===== config.mk =====
export PLATFORM = sky130hd
export DESIGN_NAME = breathing_opacity_sequencer
export DESIGN_NICKNAME = d
export VERILOG_FILES = /design/src/rtl/core/bos_pkg.sv /design/src/rtl/core/bos_ease.sv /design/src/rtl/core/breathing_opacity_sequencer.sv
export SDC_FILE = /design/constraint.sdc
export NUM_CORES = 1
export LEC_CHECK = 0
export ABC_AREA = 0
export BUFFER_PORTS_ARGS = -buffer_cell sky130_fd_sc_hd__buf_2
export CAP_MARGIN = 15
export CORE_UTILIZATION = 55
export DETAILED_ROUTE_END_ITERATION = 16
export GPL_ROUTABILITY_DRIVEN = 0
export PLACE_DENSITY = 0.72
export SYNTH_ARGS = -nofsm -noshare
export SYNTH_HDL_FRONTEND = slang
export SYNTH_SLANG_ARGS = --single-unit

===== constraint.sdc =====
create_clock -name clk_i -period 7.1 [get_ports clk_i]
set_clock_uncertainty 0.05 [all_clocks]
set_input_delay 0.71 -clock clk_i [delete_from_list [all_inputs] [get_ports clk_i]]
set_output_delay 0.71 -clock clk_i [all_outputs]
set_load 0.02 [all_outputs]

===== src/rtl/core/bos_pkg.sv =====
`timescale 1ns / 1ps

package bos_pkg;

  localparam int TimeW  = 32;
  localparam int FadeW  = 12;
  localparam int HoldW  = 16;
  localparam int LevelW = 8;
  localparam int CfgIdxW  = 2;
  localparam int CfgDataW = 16;

  localparam logic [LevelW-1:0] FullLevel = 8'd255;

  localparam logic [FadeW-1:0] FadeOutReset  = 12'd3000;
  localparam logic [HoldW-1:0] HoldDarkReset = 16'd120;
  localparam logic [FadeW-1:0] FadeInReset   = 12'd3000;
  localparam logic [HoldW-1:0] HoldFullReset = 16'd520;

  typedef enum logic [1:0] {
    ACT_FRAME = 2'd0,
    ACT_START = 2'd1,
    ACT_STOP  = 2'd2
  } action_e;

  typedef enum logic [1:0] {
    PH_FADE_OUT  = 2'd0,
    PH_HOLD_DARK = 2'd1,
    PH_FADE_IN   = 2'd2,
    PH_HOLD_FULL = 2'd3
  } phase_e;

  typedef enum logic [CfgIdxW-1:0] {
    CFG_FADE_OUT  = 2'd0,
    CFG_HOLD_DARK = 2'd1,
    CFG_FADE_IN   = 2'd2,
    CFG_HOLD_FULL = 2'd3
  } cfg_idx_e;

  // request to the easing unit: drop = floor(x*x*255 / (d*d))
  typedef struct packed {
    logic             start;
    logic [FadeW-1:0] x;
    logic [FadeW-1:0] d;
  } ease_req_t;

  typedef struct packed {
    logic              done;
    logic [LevelW-1:0] drop;
  } ease_rsp_t;

endpackage


===== src/rtl/core/bos_ease.sv =====
`timescale 1ns / 1ps

module bos_ease import bos_pkg::*; (
  input  logic      clk_i,
  input  logic      rst_ni,
  input  ease_req_t req_i,
  output ease_rsp_t rsp_o
);

  localparam int ProdW = 2 * FadeW;
  localparam int NumW  = ProdW + LevelW;
  localparam int DshW  = ProdW + LevelW - 1;
  localparam int CntW  = $clog2(FadeW);

  typedef enum logic [1:0] {
    E_IDLE,
    E_MUL,
    E_PREP,
    E_DIV
  } ease_state_e;

  ease_state_e       state_q;
  logic [CntW-1:0]   cnt_q;
  logic [FadeW-1:0]  xa_q, da_q, mx_q, md_q;
  logic [ProdW-1:0]  pxx_q, pdd_q;
  logic [NumW-1:0]   rem_q;
  logic [DshW-1:0]   dsh_q;
  logic [LevelW-1:0] quo_q;
  logic              done_q;

  logic [ProdW-1:0] pxx_d, pdd_d;
  logic [NumW-1:0]  num_d;
  logic             ge;

  always_comb begin
    // MSB-first shift-add, one multiplier bit per cycle
    pxx_d = {pxx_q[ProdW-2:0], 1'b0} + (mx_q[FadeW-1] ? ProdW'(xa_q) : '0);
    pdd_d = {pdd_q[ProdW-2:0], 1'b0} + (md_q[FadeW-1] ? ProdW'(da_q) : '0);
    // times 255 as times 256 minus one
    num_d = {pxx_q, {LevelW{1'b0}}} - NumW'(pxx_q);
    ge    = rem_q >= NumW'(dsh_q);
  end

  always_ff @(posedge clk_i or negedge rst_ni) begin
    if (!rst_ni) begin
      state_q <= E_IDLE;
      cnt_q   <= '0;
      done_q  <= 1'b0;
    end else begin
      done_q <= 1'b0;
      unique case (state_q)
        E_IDLE: begin
          if (req_i.start) begin
            state_q <= E_MUL;
            cnt_q   <= '0;
          end
        end
        E_MUL: begin
          cnt_q <= cnt_q + 1'b1;
          if (cnt_q == CntW'(FadeW - 1)) begin
            state_q <= E_PREP;
          end
        end
        E_PREP: begin
          state_q <= E_DIV;
          cnt_q   <= '0;
        end
        E_DIV: begin
          cnt_q <= cnt_q + 1'b1;
          if (cnt_q == CntW'(LevelW - 1)) begin
            state_q <= E_IDLE;
            done_q  <= 1'b1;
          end
        end
        default: state_q <= E_IDLE;
      endcase
    end
  end

  always_ff @(posedge clk_i) begin
    unique case (state_q)
      E_IDLE: begin
        xa_q  <= req_i.x;
        da_q  <= req_i.d;
        mx_q  <= req_i.x;
        md_q  <= req_i.d;
        pxx_q <= '0;
        pdd_q <= '0;
      end
      E_MUL: begin
        pxx_q <= pxx_d;
        pdd_q <= pdd_d;
        mx_q  <= {mx_q[FadeW-2:0], 1'b0};
        md_q  <= {md_q[FadeW-2:0], 1'b0};
      end
      E_PREP: begin
        rem_q <= num_d;
        dsh_q <= {pdd_q, {(LevelW-1){1'b0}}};
        quo_q <= '0;
      end
      E_DIV: begin
        // restoring division, one quotient bit per cycle
        if (ge) begin
          rem_q <= rem_q - NumW'(dsh_q);
        end
        quo_q <= {quo_q[LevelW-2:0], ge};
        dsh_q <= {1'b0, dsh_q[DshW-1:1]};
      end
      default: ;
    endcase
  end

  assign rsp_o.done = done_q;
  assign rsp_o.drop = quo_q;

endmodule


===== src/rtl/core/breathing_opacity_sequencer.sv =====
`timescale 1ns / 1ps

// Channel  Handshake                    Payload
// in       in_valid_i / in_ready_o      action_i, now_ms_i
// out      out_valid_o / out_ready_i    opacity_o, phase_o, visible_o
// cfg      cfg_valid_i / cfg_ready_o    cfg_index_i, cfg_data_i
//
// Start, stop, hold-phase frames and frames that end a phase go straight to
// S_LOAD; a frame inside a fade first waits in S_EASE for the bit-serial
// multiply and restoring divide in bos_ease.
// One item is in flight at a time; in_ready_o is high only when idle.
// A finished beat waits in the output register without holding up the next
// input; its own result then waits until the output register is free.
// Reset is asynchronous, active low, and restores the default durations.

module breathing_opacity_sequencer import bos_pkg::*; (
  input  logic                clk_i,
  input  logic                rst_ni,
  input  logic                in_valid_i,
  output logic                in_ready_o,
  input  logic [1:0]          action_i,
  input  logic [TimeW-1:0]    now_ms_i,
  output logic                out_valid_o,
  input  logic                out_ready_i,
  output logic [LevelW-1:0]   opacity_o,
  output logic [1:0]          phase_o,
  output logic                visible_o,
  input  logic                cfg_valid_i,
  output logic                cfg_ready_o,
  input  logic [CfgIdxW-1:0]  cfg_index_i,
  input  logic [CfgDataW-1:0] cfg_data_i
);

  typedef enum logic [1:0] {
    S_IDLE,
    S_EASE,
    S_LOAD
  } seq_state_e;

  seq_state_e        state_q;
  logic [FadeW-1:0]  fade_out_q, fade_in_q;
  logic [HoldW-1:0]  hold_dark_q, hold_full_q;
  logic              active_q;
  phase_e            phase_q;
  logic [TimeW-1:0]  start_q;
  logic [LevelW-1:0] level_q;
  logic              out_valid_q;
  logic [LevelW-1:0] opacity_q;
  logic [1:0]        phase_out_q;
  logic              visible_q;

  logic              in_acc;
  logic [TimeW-1:0]  t;
  logic              fo_done, hd_done, fi_done, hf_done;
  ease_req_t         ease_req;
  ease_rsp_t         ease_rsp;

  assign in_ready_o  = (state_q == S_IDLE);
  assign in_acc      = in_valid_i && in_ready_o;
  assign cfg_ready_o = 1'b1;

  always_comb begin
    // an earlier timestamp counts as no time gone by
    t       = (now_ms_i >= start_q) ? (now_ms_i - start_q) : '0;
    fo_done = t >= TimeW'(fade_out_q);
    hd_done = t >= TimeW'(hold_dark_q);
    fi_done = t >= TimeW'(fade_in_q);
    hf_done = t >= TimeW'(hold_full_q);

    ease_req.start = in_acc && (action_i == ACT_FRAME) && active_q &&
                     (((phase_q == PH_FADE_OUT) && !fo_done) ||
                      ((phase_q == PH_FADE_IN) && !fi_done));
    ease_req.x     = (phase_q == PH_FADE_IN) ? (fade_in_q - t[FadeW-1:0])
                                             : t[FadeW-1:0];
    ease_req.d     = (phase_q == PH_FADE_IN) ? fade_in_q : fade_out_q;
  end

  bos_ease u_ease (
    .clk_i  (clk_i),
    .rst_ni (rst_ni),
    .req_i  (ease_req),
    .rsp_o  (ease_rsp)
  );

  always_ff @(posedge clk_i or negedge rst_ni) begin
    if (!rst_ni) begin
      fade_out_q  <= FadeOutReset;
      hold_dark_q <= HoldDarkReset;
      fade_in_q   <= FadeInReset;
      hold_full_q <= HoldFullReset;
    end else if (cfg_valid_i && cfg_ready_o) begin
      unique case (cfg_idx_e'(cfg_index_i))
        CFG_FADE_OUT:  fade_out_q  <= cfg_data_i[FadeW-1:0];
        CFG_HOLD_DARK: hold_dark_q <= cfg_data_i[HoldW-1:0];
        CFG_FADE_IN:   fade_in_q   <= cfg_data_i[FadeW-1:0];
        CFG_HOLD_FULL: hold_full_q <= cfg_data_i[HoldW-1:0];
        default: ;
      endcase
    end
  end

  always_ff @(posedge clk_i or negedge rst_ni) begin
    if (!rst_ni) begin
      state_q     <= S_IDLE;
      active_q    <= 1'b0;
      phase_q     <= PH_FADE_OUT;
      start_q     <= '0;
      level_q     <= '0;
      out_valid_q <= 1'b0;
      opacity_q   <= '0;
      phase_out_q <= '0;
      visible_q   <= 1'b0;
    end else begin
      if (out_valid_q && out_ready_i) begin
        out_valid_q <= 1'b0;
      end
      unique case (state_q)
        S_IDLE: begin
          if (in_acc) begin
            state_q <= S_LOAD;
            unique case (action_e'(action_i))
              ACT_START: begin
                level_q  <= FullLevel;
                phase_q  <= PH_FADE_OUT;
                start_q  <= now_ms_i;
                active_q <= 1'b1;
              end
              ACT_STOP: active_q <= 1'b0;
              ACT_FRAME: begin
                if (active_q) begin
                  unique case (phase_q)
                    PH_FADE_OUT: begin
                      if (fo_done) begin
                        level_q <= '0;
                        phase_q <= PH_HOLD_DARK;
                        start_q <= now_ms_i;
                      end else begin
                        state_q <= S_EASE;
                      end
                    end
                    PH_HOLD_DARK: begin
                      level_q <= '0;
                      if (hd_done) begin
                        phase_q <= PH_FADE_IN;
                        start_q <= now_ms_i;
                      end
                    end
                    PH_FADE_IN: begin
                      if (fi_done) begin
                        level_q <= FullLevel;
                        phase_q <= PH_HOLD_FULL;
                        start_q <= now_ms_i;
                      end else begin
                        state_q <= S_EASE;
                      end
                    end
                    PH_HOLD_FULL: begin
                      level_q <= FullLevel;
                      if (hf_done) begin
                        phase_q <= PH_FADE_OUT;
                        start_q <= now_ms_i;
                      end
                    end
                    default: ;
                  endcase
                end
              end
              default: ;
            endcase
          end
        end
        S_EASE: begin
          if (ease_rsp.done) begin
            level_q <= FullLevel - ease_rsp.drop;
            state_q <= S_LOAD;
          end
        end
        S_LOAD: begin
          // hold the result until the output register is free
          if (!out_valid_q || out_ready_i) begin
            out_valid_q <= 1'b1;
            opacity_q   <= level_q;
            phase_out_q <= phase_q;
            visible_q   <= active_q;
            state_q     <= S_IDLE;
          end
        end
        default: state_q <= S_IDLE;
      endcase
    end
  end

  assign out_valid_o = out_valid_q;
  assign opacity_o   = opacity_q;
  assign phase_o     = phase_out_q;
  assign visible_o   = visible_q;

  a_done_in_ease: assert property (@(posedge clk_i) disable iff (!rst_ni)
    ease_rsp.done |-> state_q == S_EASE)
    else $error("easing unit finished outside the ease wait");

  a_ease_fade_only: assert property (@(posedge clk_i) disable iff (!rst_ni)
    state_q == S_EASE |-> (phase_q == PH_FADE_OUT || phase_q == PH_FADE_IN))
    else $error("ease wait in a hold phase");

  a_ease_nonzero_d: assert property (@(posedge clk_i) disable iff (!rst_ni)
    ease_req.start |-> ease_req.d != '0)
    else $error("ease launched with zero duration");

  a_dark_level: assert property (@(posedge clk_i) disable iff (!rst_ni)
    (state_q == S_LOAD && active_q && phase_q == PH_HOLD_DARK) |-> level_q == '0)
    else $error("dark hold with non-zero opacity");

  a_full_level: assert property (@(posedge clk_i) disable iff (!rst_ni)
    (state_q == S_LOAD && active_q && phase_q == PH_HOLD_FULL) |-> level_q == FullLevel)
    else $error("full hold without full opacity");

endmodule


# After elaboration in Yosys (flattened, before gate mapping)

Cells that the tools add are included.

Flip-flop bits (word level): 287
Input bits: 57
Output and inout bits: 14
Logic and storage cells: 160

Add/subtract/negate cells: 8
$lt $le $gt $ge: 6
Eq/ne operators: 31
Mux-type cells: 56
Reductions and logical operators: 34

Operators by type and width:

| kind                                         | number |
|---|---|
| two-way mux 32 bit                           | 7 |
| one-hot mux 32 bit (2 select lines)          | 2 |
| one-hot mux 32 bit (4 select lines)          | 1 |
| one-hot mux 24 bit (2 select lines)          | 2 |
| >= comparator 32 x 12 -> 1 bit               | 2 |
| >= comparator 32 x 16 -> 1 bit               | 2 |
| one-hot mux 31 bit (2 select lines)          | 1 |
| adder 24 bit                                 | 2 |
| two-way mux 12 bit                           | 4 |
| one-hot mux 12 bit (2 select lines)          | 2 |
| one-hot mux 8 bit (2 select lines)           | 3 |
| two-way mux 8 bit                            | 5 |
| >= comparator 32 x 31 -> 1 bit               | 1 |
| >= comparator 32 bit                         | 1 |
| one-hot mux 8 bit (4 select lines)           | 1 |
| subtractor 32 x 24 -> 32 bit                 | 1 |
| subtractor 32 x 31 -> 32 bit                 | 1 |
| subtractor 32 bit                            | 1 |
| two-way mux 2 bit                            | 15 |
| == test 2 bit, second input constant         | 8 |
| one-hot mux 2 bit (4 select lines)           | 2 |
| inequality test 3 bit, second input constant | 5 |
| one-hot mux 4 bit (3 select lines)           | 1 |
| AND reduction 2 bit                          | 6 |
| 24 further kinds                             | 59 |

# Longest topological paths before layout

Depth in word-level cells: 9
Mapped depth: 27
Gate-level depth less buffers: 26

# Hierarchy

A second synthesis with hierarchy kept.

Cell total of the unflattened synthesis: 2,117
Area, all modules: 20,756.2 µm²

Modules (own cells, without submodules):

| module                      | instances | cells each | area an instance (µm²) | sequential area each (µm²) |
|---|---|---|---|---|
| bos_ease                    | 1         | 1,119      | 11,521.0               | 5,190.0 |
| breathing_opacity_sequencer | 1         | 998        | 9,235.1                | 2,852.7 |

# Least setup slack after synthesis

Ideal clock, no wire load.

Path type: input -> register
Start: input port now_ms_i[0]
End: register start_q[10]
Setup time: 0.127 ns
Arrival: 5.489 ns
Setup slack: 1.434 ns
Stages: 25
Path buffers: 2
Path through: inv_1 ha_1 inv_1 fa_1 a211oi_2 o211ai_1 a221oi_2 a21oi_1 o21ai_0 a211o_1 a21oi_1 clkbuf_1 nand2b_1 inv_1 ha_1 nand2b_1 a211oi_1 o2111ai_1 a211oi_1 a21oi_1 nor4_2 a211oi_2 o21ai_4 buf_6 mux2_1

Longest elaborated chain between the ends: 5

RTL lines:

| what                                                             | line                               | text |
|---|---|---|
| start, declared                                                  | breathing_opacity_sequencer.sv:22  | `input logic [TimeW-1:0] now_ms_i,` |
| subtractor 32 bit / >= comparator 32 bit (equally long branches) | breathing_opacity_sequencer.sv:64  | `t = (now_ms_i >= start_q) ? (now_ms_i - start_q) : '0;` |
| two-way mux 32 bit (*)                                           | breathing_opacity_sequencer.sv:64  |  |
| >= comparator 32 x 16 -> 1 bit (tied with other cells)           | breathing_opacity_sequencer.sv:68  | `hf_done = t >= TimeW'(hold_full_q);` |
| inequality test 3 bit (no line)                                  | n/a                                |  |
| AND reduction 8 bit (no line) (*)                                | n/a                                |  |
| end signal, assigned                                             | breathing_opacity_sequencer.sv:125 | `start_q <= now_ms_i;` |
| end signal, assigned                                             | breathing_opacity_sequencer.sv:136 | `start_q <= now_ms_i;` |
| end signal, assigned                                             | breathing_opacity_sequencer.sv:145 | `start_q <= now_ms_i;` |
| end, declared                                                    | breathing_opacity_sequencer.sv:45  | `logic [TimeW-1:0] start_q;` |

Every way passes the cells marked *; elsewhere a longest branch is shown, timed or not.
A chain may end at the register's enable or synchronous reset.

# Final worst setup path

Start: register start_q[11]
End: register start_q[2]

Longest elaborated chain between the ends: 5

RTL lines:

| what                                                             | line |
|---|---|
| subtractor 32 bit / >= comparator 32 bit (equally long branches) | breathing_opacity_sequencer.sv:64 |
| two-way mux 32 bit (*)                                           | breathing_opacity_sequencer.sv:64 |
| >= comparator 32 x 16 -> 1 bit (tied with other cells)           | breathing_opacity_sequencer.sv:68 |
| inequality test 3 bit (no line)                                  | n/a |
| AND reduction 8 bit (no line) (*)                                | n/a |

Marked as above.

==> impl_summary.txt <==
----------------------------------------------------
[Critical path]
  Highest net fanout along the worst path ... 20
  Crit start category ... register
  Worst setup path category ... register to register
  Crit path arrival time ... 6.73 ns
  Critical Path End Type ... register
  WP data required ... ~7.5 ns

[Flow run]
  Number of violations of the max-capacitance limit ... 0

[Final layout]
  Diodes inserted ... 0
  Post-synthesis to final-layout area growth ... 10.0%
  NumNets Final ... around 2300
  Share of final-layout standard cells stronger than drive strength 1 ... 14.7%
  Finished Layout Cells ... 2500
  FILL cells ... 2917

[Floorplanning]
  Die outline width ... ~190 um
  Ports placed on the boundary ... 71
  Starting Density ... a little under three fifths
  Die Y ... between 150 and 200 um
  Placeable core region ... 34600 um2
  Number of rows created at floorplan ... between 60 and 70
  Full die area ... 36100 um2

[CTS]
  TritonCTS clock tree ... built
  CTS clk-pin slew, worst paths ... ~0.060 ns
  # clock sinks ... 287
  CTS root buffer ... sky130_fd_sc_hd__clkbuf_16
  Number of clock buffers inserted by TritonCTS ... 34
  Later-pin clock latency in the skew report ... 0.52 ns
  Post-CTS sizing ... 0
  Number of H-tree branching levels ... 2
  Buffers inserted by post-CTS timing repair ... 0
  Maximum buffer depth of the clock tree ... 3
  Cts hold-fix bufs ... 0

[Synth]
  Library cell with the highest instance count after synthesis ... sky130_fd_sc_hd__inv_1
  Largest cells by area after synthesis ... sky130_fd_sc_hd__edfxtp_1, sky130_fd_sc_hd__dfrtp_1, sky130_fd_sc_hd__ha_1, sky130_fd_sc_hd__mux2_2, sky130_fd_sc_hd__inv_1
  Synthesized Nets ... approximately 2200
  Post-synthesis instance total ... 1953
  Mapped Area ... 19400 um2
  Fraction of synthesis flops using an asynchronous set or reset pin ... 41.8%
  Average footprint of a synthesized cell ... 9.94 um2
  Sequential share of the synthesized area ... 41.4%
  Most numerous cell types in the synthesized netlist ... sky130_fd_sc_hd__inv_1, sky130_fd_sc_hd__ha_1, sky130_fd_sc_hd__edfxtp_1
  Synth top area share ... roughly a quarter
  Number of distinct library cell variants in the gate-level netlist after synthesis ... 75
  Top_reg_cell synth ... sky130_fd_sc_hd__edfxtp_1
  Ys Warns ... 0
  Number of enable flip-flop cells after synthesis ... approximately 170
  Register bit total from synthesis ... 287
  Library cell with the largest summed area after synthesis ... sky130_fd_sc_hd__edfxtp_1

[Place]
  Placed Cells incl. Taps ... around 2400
  Buffers added on ports ... 69
  Post-detailed-placement half-perimeter wirelength ... 31700 um

[Drt]
  Number of vias after detailed routing ... 14500
  Violation count after the first detailed-route iteration ... 836
  Average vias per placed instance ... 5.78
  Total wire length after detailed routing ... 42900 um
  Count of TritonRoute iterations in the first routing pass ... 5
  Remaining antenna violation count after routing ... 0
  Post-detailed-route DRC marker count ... 0
  Routed length per placed instance ... 17.2 um

[STA]
  Setup repair after global routing missed its margin ... false
  Final Max Slew Viols ... 0
  Transition at the pin with the smallest max-transition slack ... 1.04 ns
  Final cycle utilization of the critical path ... roughly 90%
  Final setup violating endpoints ... 0
  Worst slew margin ... 30.5%
  Fin Setup TNS ... 0 ns
  Achievable frequency ... 157 MHz
  Final hold violation count ... 0
  Min Clock Period, post-route ... approximately 6.4 ns

[Min path]
  Worst hold path type ... input pin to async pin

[Global route]
  Via count of the first global-routing pass ... 14400
  Residual overflow from global routing ... 0
  Initial antenna violation count ... 0
  First-pass GRT wire length ... 71600 um
  All-Layer GR Usage ... 24.5%
  Pin count of the biggest net entering global routing ... 80

[Status]
  Status ... finished clean

----------------------------------------------------
==> placed cells by master, fill, tap and decap left out, types with 43 or more instances in the layout <==
| cell | synthesis | routed |
|---|---|---|
| sky130_fd_sc_hd__a21o_1 | 49 | 49 |
| sky130_fd_sc_hd__a21oi_1 | 132 | 132 |
| sky130_fd_sc_hd__and2_1 | 43 | 43 |
| sky130_fd_sc_hd__buf_2 | 4 | 68 |
| sky130_fd_sc_hd__dfrtp_1 | 100 | 100 |
| sky130_fd_sc_hd__edfxtp_1 | 167 | 167 |
| sky130_fd_sc_hd__ha_1 | 182 | 181 |
| sky130_fd_sc_hd__inv_1 | 194 | 193 |
| sky130_fd_sc_hd__mux2_2 | 116 | 116 |
| sky130_fd_sc_hd__nand2_1 | 138 | 137 |
| sky130_fd_sc_hd__nor2_1 | 130 | 130 |
| sky130_fd_sc_hd__o21ai_0 | 125 | 125 |
| sky130_fd_sc_hd__xnor2_1 | 65 | 65 |
==> cell type report <==
cell class	count	area (um2)	area share, %
sequential	287	8040	37.6
clock buffer	44	972	4.55
timing repair buffer	85	468	2.19
tap	455	569	2.66
clock inverter	16	159	0.744
inverter	195	732	3.43
multi-input combinational	1418	10400	48.8
==> path summary, 6_finish.rpt <==
kind	cells after the start	endpoint	slack (ns)	start
min in group clk_i	2	start_q[25]	0.36	now_ms_i[25]
worst max register to register	22	start_q[2]	0.73	start_q[11]
worst max-delay path	22	start_q[2]	0.73	start_q[11]
worst min register to register	1	start_q[19]	0.44	start_q[19]
worst min-delay path	1	opacity_o[3]	0.26	rst_ni
max in group asynchronous	2	fade_out_q[0]	5.48	rst_ni
==> routing by layer <==
layer,vias to the layer above,track usage [%],share of wire [%]
met1,6935,32.6,46
met5,-,0,0
met3,65,2.91,4.0
li1,7111,-,-
met4,0,6.54,2.2
met2,339,41.9,48
==> kinds of logic (layout without fill, tap and decap cells) <==
group                    Yosys count  in the layout  synth area share [%]
other                              1              1                0.0193
flip-flops                       287            287                  41.4
AND/OR/NAND/NOR                  521            521                  13.2
adder cells (fa/ha/maj)          187            187                  12.2
AO/OA/AOI/OAI                    449            449                  14.5
XOR/XNOR                         106            106                  4.78
buffers and inverters            248            340                  4.95
multiplexers                     154            154                  8.87
==> flip-flops by register name, summed over array words and instances (netlist names), 16 cells and up <==
register and count:
hold_full_q 16, u_ease.rem_q 32, u_ease.pdd_q 24, hold_dark_q 16, u_ease.pxx_q 24, u_ease.dsh_q 31, start_q 32
==> critical path: stages (launching register included) <==
cell	delay, ns
sky130_fd_sc_hd__dfrtp_1	0.35
sky130_fd_sc_hd__inv_1	0.05
sky130_fd_sc_hd__ha_1	0.39
sky130_fd_sc_hd__nand4_1	0.16
sky130_fd_sc_hd__or4_1	0.57
sky130_fd_sc_hd__a21oi_1	0.15
sky130_fd_sc_hd__o21ai_0	0.10
sky130_fd_sc_hd__a211o_1	0.29
sky130_fd_sc_hd__a21oi_1	0.82
sky130_fd_sc_hd__buf_4	0.27
sky130_fd_sc_hd__nand2_1	0.09
sky130_fd_sc_hd__inv_1	0.18
sky130_fd_sc_hd__ha_1	0.30
sky130_fd_sc_hd__a2111o_1	0.37
sky130_fd_sc_hd__a31oi_1	0.14
sky130_fd_sc_hd__o21ai_0	0.22
sky130_fd_sc_hd__a21oi_1	0.23
sky130_fd_sc_hd__a21oi_1	0.12
sky130_fd_sc_hd__nor4_2	0.38
sky130_fd_sc_hd__a211oi_2	0.16
sky130_fd_sc_hd__o21ai_4	0.18
sky130_fd_sc_hd__buf_4	0.30
sky130_fd_sc_hd__mux2_2	0.37
==> per-stage QoR <==
step	area, um2	hold slack (ns)	worst slack, ns	util, %
floorplan	19400	0.364	1.43	-
global placement	20200	0.423	0.523	58.4
detailed placement	20200	0.431	0.371	58.4
CTS	21400	0.277	0.775	61.7
global route	21400	0.337	0.384	61.7
finish	21400	0.258	0.729	61.7
Power is left out: the tool's default activity adds up to more than one toggle a clock period on the data nets, which glitch-free logic cannot reach.
